[src/rtl/stc_pkg.sv]
`default_nettype none
package stc_pkg;

  localparam int MAX_SEGMENTS_DEF = 64;
  localparam int COORD_BITS_DEF   = 16;
  localparam int IDX_W            = 6;
  localparam int CNT_W            = 7;

  localparam logic [1:0] MODE_LOAD  = 2'd0;
  localparam logic [1:0] MODE_BUILD = 2'd1;
  localparam logic [1:0] MODE_QUERY = 2'd2;

endpackage
`default_nettype wire

[src/rtl/stc_touch.sv]
`default_nettype none
// Touch test for one segment pair: thirteen exact sign evaluations issued
// one per cycle through a 3-stage pipe (operand select, multiply, add/sign).
module stc_touch #(
  parameter int CoordBits = stc_pkg::COORD_BITS_DEF
) (
  input  wire logic                   clk,
  input  wire logic                   rst_n,
  input  wire logic                   go,
  input  wire logic [4*CoordBits-1:0] seg_a,
  input  wire logic [4*CoordBits-1:0] seg_b,
  output logic                        done,
  output logic                        touch
);
  import stc_pkg::*;

  localparam int CB = CoordBits;
  localparam int DW = CB + 1;
  localparam int PW = 2 * DW;
  localparam int SW = PW + 1;

  localparam logic [3:0] OP_PAR  = 4'd0;
  localparam logic [3:0] OP_C_X  = 4'd1;
  localparam logic [3:0] OP_C_D  = 4'd2;
  localparam logic [3:0] OP_D_X  = 4'd3;
  localparam logic [3:0] OP_D_D  = 4'd4;
  localparam logic [3:0] OP_A_X  = 4'd5;
  localparam logic [3:0] OP_A_D  = 4'd6;
  localparam logic [3:0] OP_B_X  = 4'd7;
  localparam logic [3:0] OP_B_D  = 4'd8;
  localparam logic [3:0] OP_S1   = 4'd9;
  localparam logic [3:0] OP_S2   = 4'd10;
  localparam logic [3:0] OP_S3   = 4'd11;
  localparam logic [3:0] OP_S4   = 4'd12;
  localparam int         NOPS    = 13;

  function automatic logic signed [DW-1:0] dif(input logic [CB-1:0] x,
                                               input logic [CB-1:0] y);
    dif = $signed({x[CB-1], x}) - $signed({y[CB-1], y});
  endfunction

  logic [CB-1:0] ax, ay, bx, by, cx, cy, dx, dy;
  assign ax = seg_a[4*CB-1 -: CB];
  assign ay = seg_a[3*CB-1 -: CB];
  assign bx = seg_a[2*CB-1 -: CB];
  assign by = seg_a[CB-1 -: CB];
  assign cx = seg_b[4*CB-1 -: CB];
  assign cy = seg_b[3*CB-1 -: CB];
  assign dx = seg_b[2*CB-1 -: CB];
  assign dy = seg_b[CB-1 -: CB];

  logic              issue_r;
  logic [3:0]        op_r;
  logic signed [DW-1:0] px, py, qx, qy;
  logic              is_dot;

  always_comb begin
    px = '0; py = '0; qx = '0; qy = '0; is_dot = 1'b0;
    case (op_r)
      OP_PAR: begin
        px = dif(ax, bx); py = dif(ay, by); qx = dif(cx, dx); qy = dif(cy, dy);
      end
      OP_C_X, OP_C_D: begin
        px = dif(ax, cx); py = dif(ay, cy); qx = dif(bx, cx); qy = dif(by, cy);
        is_dot = (op_r == OP_C_D);
      end
      OP_D_X, OP_D_D: begin
        px = dif(ax, dx); py = dif(ay, dy); qx = dif(bx, dx); qy = dif(by, dy);
        is_dot = (op_r == OP_D_D);
      end
      OP_A_X, OP_A_D: begin
        px = dif(cx, ax); py = dif(cy, ay); qx = dif(dx, ax); qy = dif(dy, ay);
        is_dot = (op_r == OP_A_D);
      end
      OP_B_X, OP_B_D: begin
        px = dif(cx, bx); py = dif(cy, by); qx = dif(dx, bx); qy = dif(dy, by);
        is_dot = (op_r == OP_B_D);
      end
      OP_S1: begin
        px = dif(dx, cx); py = dif(dy, cy); qx = dif(ax, cx); qy = dif(ay, cy);
      end
      OP_S2: begin
        px = dif(dx, cx); py = dif(dy, cy); qx = dif(bx, cx); qy = dif(by, cy);
      end
      OP_S3: begin
        px = dif(bx, ax); py = dif(by, ay); qx = dif(cx, ax); qy = dif(cy, ay);
      end
      OP_S4: begin
        px = dif(bx, ax); py = dif(by, ay); qx = dif(dx, ax); qy = dif(dy, ay);
      end
      default: begin
        px = '0;
      end
    endcase
  end

  // stage A: operands
  logic                 vld_a_r, dot_a_r;
  logic [3:0]           op_a_r;
  logic signed [DW-1:0] pax_r, pay_r, qax_r, qay_r;
  // stage B: products
  logic                 vld_b_r, dot_b_r;
  logic [3:0]           op_b_r;
  logic signed [PW-1:0] m1_r, m2_r;
  logic signed [SW-1:0] sum;
  logic [NOPS-1:0]      neg_r, zero_r;
  logic                 done_r;

  always_ff @(posedge clk) begin
    if (!rst_n) begin
      issue_r <= 1'b0;
      op_r    <= '0;
      vld_a_r <= 1'b0;
      vld_b_r <= 1'b0;
      done_r  <= 1'b0;
    end else begin
      if (go) begin
        issue_r <= 1'b1;
        op_r    <= '0;
      end else if (issue_r) begin
        if (op_r == OP_S4) issue_r <= 1'b0;
        op_r <= op_r + 4'd1;
      end
      vld_a_r <= issue_r;
      vld_b_r <= vld_a_r;
      done_r  <= vld_b_r && (op_b_r == OP_S4);
    end
  end

  always_ff @(posedge clk) begin
    pax_r  <= px;
    pay_r  <= py;
    qax_r  <= qx;
    qay_r  <= qy;
    dot_a_r <= is_dot;
    op_a_r <= op_r;
    m1_r   <= dot_a_r ? pax_r * qax_r : pax_r * qay_r;
    m2_r   <= dot_a_r ? pay_r * qay_r : pay_r * qax_r;
    dot_b_r <= dot_a_r;
    op_b_r <= op_a_r;
    if (vld_b_r) begin
      neg_r[op_b_r]  <= sum[SW-1];
      zero_r[op_b_r] <= (sum == '0);
    end
  end

  assign sum = dot_b_r ? (SW'(m1_r) + SW'(m2_r)) : (SW'(m1_r) - SW'(m2_r));

  logic on_c, on_d, on_a, on_b, cross_ok1, cross_ok2;
  assign on_c = zero_r[OP_C_X] && (neg_r[OP_C_D] || zero_r[OP_C_D]);
  assign on_d = zero_r[OP_D_X] && (neg_r[OP_D_D] || zero_r[OP_D_D]);
  assign on_a = zero_r[OP_A_X] && (neg_r[OP_A_D] || zero_r[OP_A_D]);
  assign on_b = zero_r[OP_B_X] && (neg_r[OP_B_D] || zero_r[OP_B_D]);
  assign cross_ok1 = zero_r[OP_S1] || zero_r[OP_S2] || (neg_r[OP_S1] != neg_r[OP_S2]);
  assign cross_ok2 = zero_r[OP_S3] || zero_r[OP_S4] || (neg_r[OP_S3] != neg_r[OP_S4]);

  assign done  = done_r;
  assign touch = zero_r[OP_PAR] ? (on_c || on_d || on_a || on_b)
                                : (cross_ok1 && cross_ok2);

endmodule
`default_nettype wire

[config.mk]
export PLATFORM = sky130hd
export DESIGN_NAME = stc_touch
export DESIGN_NICKNAME = d
export VERILOG_FILES = /design/src/rtl/stc_pkg.sv /design/src/rtl/stc_touch.sv
export SDC_FILE = /design/constraint.sdc
export NUM_CORES = 2
export LEC_CHECK = 0
export BUFFER_PORTS_ARGS = -buffer_cell sky130_fd_sc_hd__buf_2
export CAP_MARGIN = 20
export CORE_MARGIN = 2
export CORE_UTILIZATION = 40
export CTS_BUF_LIST = sky130_fd_sc_hd__clkbuf_16
export CTS_CLUSTER_SIZE = 28
export DETAILED_ROUTE_END_ITERATION = 8
export GPL_ROUTABILITY_DRIVEN = 0
export PLACE_DENSITY = 0.61
export SYNTH_ARGS = -nofsm -noshare
export SYNTH_HDL_FRONTEND = slang
export SYNTH_SLANG_ARGS = --single-unit
[constraint.sdc]
create_clock -name clk -period 18.8 [get_ports clk]
set_input_delay 3.76 -clock clk [delete_from_list [all_inputs] [get_ports clk]]
set_output_delay 3.76 -clock clk [all_outputs]
set_load 0.02 [all_outputs]
==> impl_summary.txt <==
----------------------------------------------------
[Cells and area]
  FILL cells ... around 17,000
  Area occupied by multi-input gates ... ~56,000 sq um
  Final std cell area, no fill ... roughly 70,000 sq um
  Storage element area ... ~3700 sq um
  Area growth from synthesis to layout ... 5.39%
  Number of nets in the layout ... around 9,700
  Share of cells above drive strength 1 ... 0.0427

[Floorplanning]
  Chip Width ... around 400 microns
  Ports placed on the boundary ... between 100 and 150
  Placeable core region ... about 160,000 sq um
  Effective utilization at floorplan ... 0.402
  Die area ... approximately 170,000 sq um
  Vertical extent of the die ... ~410 microns
  Number of placement rows ... about 150

[Global routing]
  Wire length of the first global-routing pass ... around 320,000 microns
  Largest net degree at the start of global routing ... 66
  Vias in the first global route ... between 50,000 and 60,000
  Initial antenna violation count ... 13
  Overall global routing resource usage ... 0.244
  Overflow after GRT ... 0

[Route]
  Wl on met1 ... about 84,000 microns
  Number of nets with antenna violations after routing ... 0
  Iteration-0 DRC count of the detailed router ... approximately 4,400
  Via-to-Cell Ratio ... roughly 5.5
  Vias ... 54,473
  Amount of wire on met3 after detailed routing ... between 10,000 and 15,000 microns
  Total iterations of the first detailed-routing run ... 7
  DR DRC count ... 0
  Top layer used by detailed routing ... met5
  Final WL ... a little over 200,000 microns
  Average detailed-routed wire length per instance ... a little over 20 microns
  Routed length on met2 ... approximately 95,000 microns

[Logic synthesis]
  Post-synth cell types ... 92
  FFs w/ async S/R, synth ... 0
  Post-synthesis instance total ... slightly below 8,000
  Top cell type by total area after synthesis ... fa_1
  Area share of the leading cell type in the synthesized netlist ... 0.363
  Yosys reg bits ... approximately 180
  Number of warnings reported in the yosys synthesis log ... 0
  Area of the mapped netlist ... 66,300 sq um
  Sequential fraction of the synthesis area ... 0.0560
  Nets in the synthesized netlist ... 9,775
  Avg Synthesized Cell Area ... around 8.5 sq um
  Number of enable flip-flop cells after synthesis ... 21
  Leading register cell type out of synthesis ... dfxtp_1
  Main area contributors after synthesis ... fa_1 (36%), ha_1 (13%), inv_1 (8.1%)

[Setup path]
  Worst Path Arrival ... 8.54 ns
  Most used cell along the critical path ... fa_1
  Critical Path Sink Type ... flop
  Slowest stage delay, CP ... around 0.92 ns
  WP data required ... approximately 19 ns
  Cell-by-cell trace of the critical path ... clkinv_1 > buf_4 > nor2_1 > fa_1 > fa_1 > fa_1 > fa_1 > fa_1 > inv_1 > fa_1 > inv_1 > ha_1 > a21o_1 > a21o_1 > a2111oi_0 > o21bai_1 > a21o_1 > a22o_1 > nor2_1 > a211o_1 > o21ai_0 > xnor2_1 > mux2i_1
  Cell at the slowest stage of the critical path ... dfxtp_1
  Reg2Reg Setup Slack ... 10.69 ns
  Crit path max-delay family ... adder cells
  Buffers and inverters on the worst path ... 4
  Startpoint types ... flop
  Worst Setup Path Type ... flop to flop
  Largest driver fanout on the critical path ... 15

[Clock network]
  Maximum level of the CTS H-tree ... 4
  Clock Sinks ... 175
  Reg clk slew, reported paths ... roughly 0.10 ns
  Root buf cell ... clkbuf_16
  # hold bufs at CTS ... 0
  Number of buffers created by CTS ... 17
  Total of cells resized after clock tree synthesis ... 0
  Number of buffers inserted to repair setup after CTS ... 0
  Buffer depth of the longest clock path ... 2
  Clock latency of the later-clocked register in the worst-skew pair ... between 0.5 and 0.6 ns
  CTS tree ... done

[Run]
  Max-cap viol count ... 0

[Timing]
  Fmax ... around 0.12 GHz
  Final Max Tran Viols ... 0
  Final Hold Violating Endpoints ... 0
  Period minus WS final ... just over 8 ns
  Worst Tran Pin Value ... about 1.2 ns
  Setup repair after global routing missed its margin ... false
  Fin Setup TNS ... 0 ns
  Final setup violation count ... 0
  Worst Clk Skew ... 0.0254 ns
  Relative slew slack ... 0.227
  Final Cycle Share ... 0.432

[Outcome]
  Run status ... finished clean

[Placement]
  Count of buffers inserted at the top-level ports ... between 100 and 150
  Post-DP HPWL ... ~160,000 microns
  Total placed instance area ... a little under 70,000 sq um

[Hold path]
  Type of the most critical hold path ... flop to flop

----------------------------------------------------
==> state kept, by name (all words and copies together), names as in the netlist <==
register	cells
op_a_r	4
pax_r	17
op_r	4
dot_a_r	1
dot_b_r	1
vld_a_r	1
issue_r	1
m2_r	34
op_b_r	4
pay_r	17
zero_r	13
m1_r	34
qax_r	17
done	1
vld_b_r	1
neg_r	8
qay_r	17
==> cell usage in the layout (no fill, tap or decap), drive strengths merged, types with 19 or more instances in the layout <==
| cell | n |
|---|---|
| a2111oi | 20 |
| a211o | 21 |
| a211oi | 40 |
| a21boi | 20 |
| a21o | 151 |
| a21oi | 374 |
| a221oi | 31 |
| a31oi | 36 |
| and2 | 603 |
| and3 | 33 |
| buf | 221 |
| dfxtp | 154 |
| edfxtp | 21 |
| fa | 1203 |
| ha | 667 |
| inv | 1440 |
| mux2i | 77 |
| nand2 | 768 |
| nand2b | 93 |
| nand3 | 76 |
| nand4 | 29 |
| nor2 | 351 |
| nor2b | 59 |
| nor3 | 97 |
| o211ai | 19 |
| o21a | 38 |
| o21ai | 273 |
| o21bai | 41 |
| o221ai | 21 |
| o22ai | 56 |
| o31ai | 19 |
| or3 | 20 |
| xnor2 | 246 |
| xor2 | 143 |
==> path summary, 6_finish.rpt <==
kind,from,end,depth (start not counted)
hold reg to reg,op_a_r[0],op_b_r[0],0
setup reg to reg,qax_r[16],m2_r[33],23
hold / removal,op_a_r[0],op_b_r[0],0
setup / recovery,qax_r[16],m2_r[33],23
==> layout make-up <==
class	count	share of cell area
Inverter	1433	0.0770
Clock buffer	17	0.00609
Tap cell	2189	0.0392
Antenna cell	8	0.000286
Multi-Input combinational cell	5835	0.802
Clock inverter	15	0.00301
Sequential cell	175	0.0534
Timing Repair Buffer	221	0.0193
==> metal layers <==
layer | GRT usage | vias to the layer above
met1 | 0.322 | 27402
met3 | 0.0361 | 423
li1 | - | 24525
met5 | 0 | -
met4 | 0.0992 | 8
met2 | 0.400 | 2115
==> Yosys cell counts (all sizes together), types with 36 or more instances <==
library cell and number:
nor2 351, nor3 97, o21bai 41, mux2i 77, nand2b 93, nand3 76
xnor2 246, xor2 143, a21o 151, o21ai 273, inv 1431, and2 603
clkbuf 308, a21oi 374, nor2b 59, nand2 768, fa 1203, o21a 38
a211oi 40, dfxtp 154, o22ai 56, a31oi 36, ha 667
==> worst reg2reg max path: stages, from the launching register on <==
cell and delay [ns]:
dfxtp_1 0.92, clkinv_1 0.91, buf_4 0.49, nor2_1 0.18
fa_1 0.45, fa_1 0.53, fa_1 0.44, fa_1 0.47
fa_1 0.49, inv_1 0.05, fa_1 0.47, inv_1 0.04
ha_1 0.37, a21o_1 0.19, a21o_1 0.17, a2111oi_0 0.53
o21bai_1 0.14, a21o_1 0.21, a22o_1 0.21, nor2_1 0.15
a211o_1 0.17, o21ai_0 0.11, xnor2_1 0.20, mux2i_1 0.09
==> cell families after synthesis <==
| group | after synthesis | synth area share |
|---|---|---|
| AOI/OAI and AO/OA | 1301 | 0.128 |
| xor gates and xnor gates | 389 | 0.0514 |
| adders and majority gates | 1870 | 0.489 |
| buffers and inverters | 1764 | 0.0999 |
| DFF | 175 | 0.0560 |
| muxes | 86 | 0.0131 |
| and+or+nand+nor | 2189 | 0.162 |
==> metrics by stage <==
stage / instances / utilization / worst slack, ns / hold slack (ns)
after global routing: 9889 / 0.424 / 10.31 / 0.348
final: 9893 / 0.424 / 10.69 / 0.344
after CTS: 9884 / 0.424 / 10.72 / 0.345
after global placement: 9852 / 0.420 / 10.90 / 0.313
after floorplan: 7774 / - / 12.14 / 0.310
after detailed placement: 9852 / 0.420 / 10.81 / 0.320
Power is left out: the tool's default activity adds up to more than one toggle a clock period on the data nets, which glitch-free logic cannot reach.
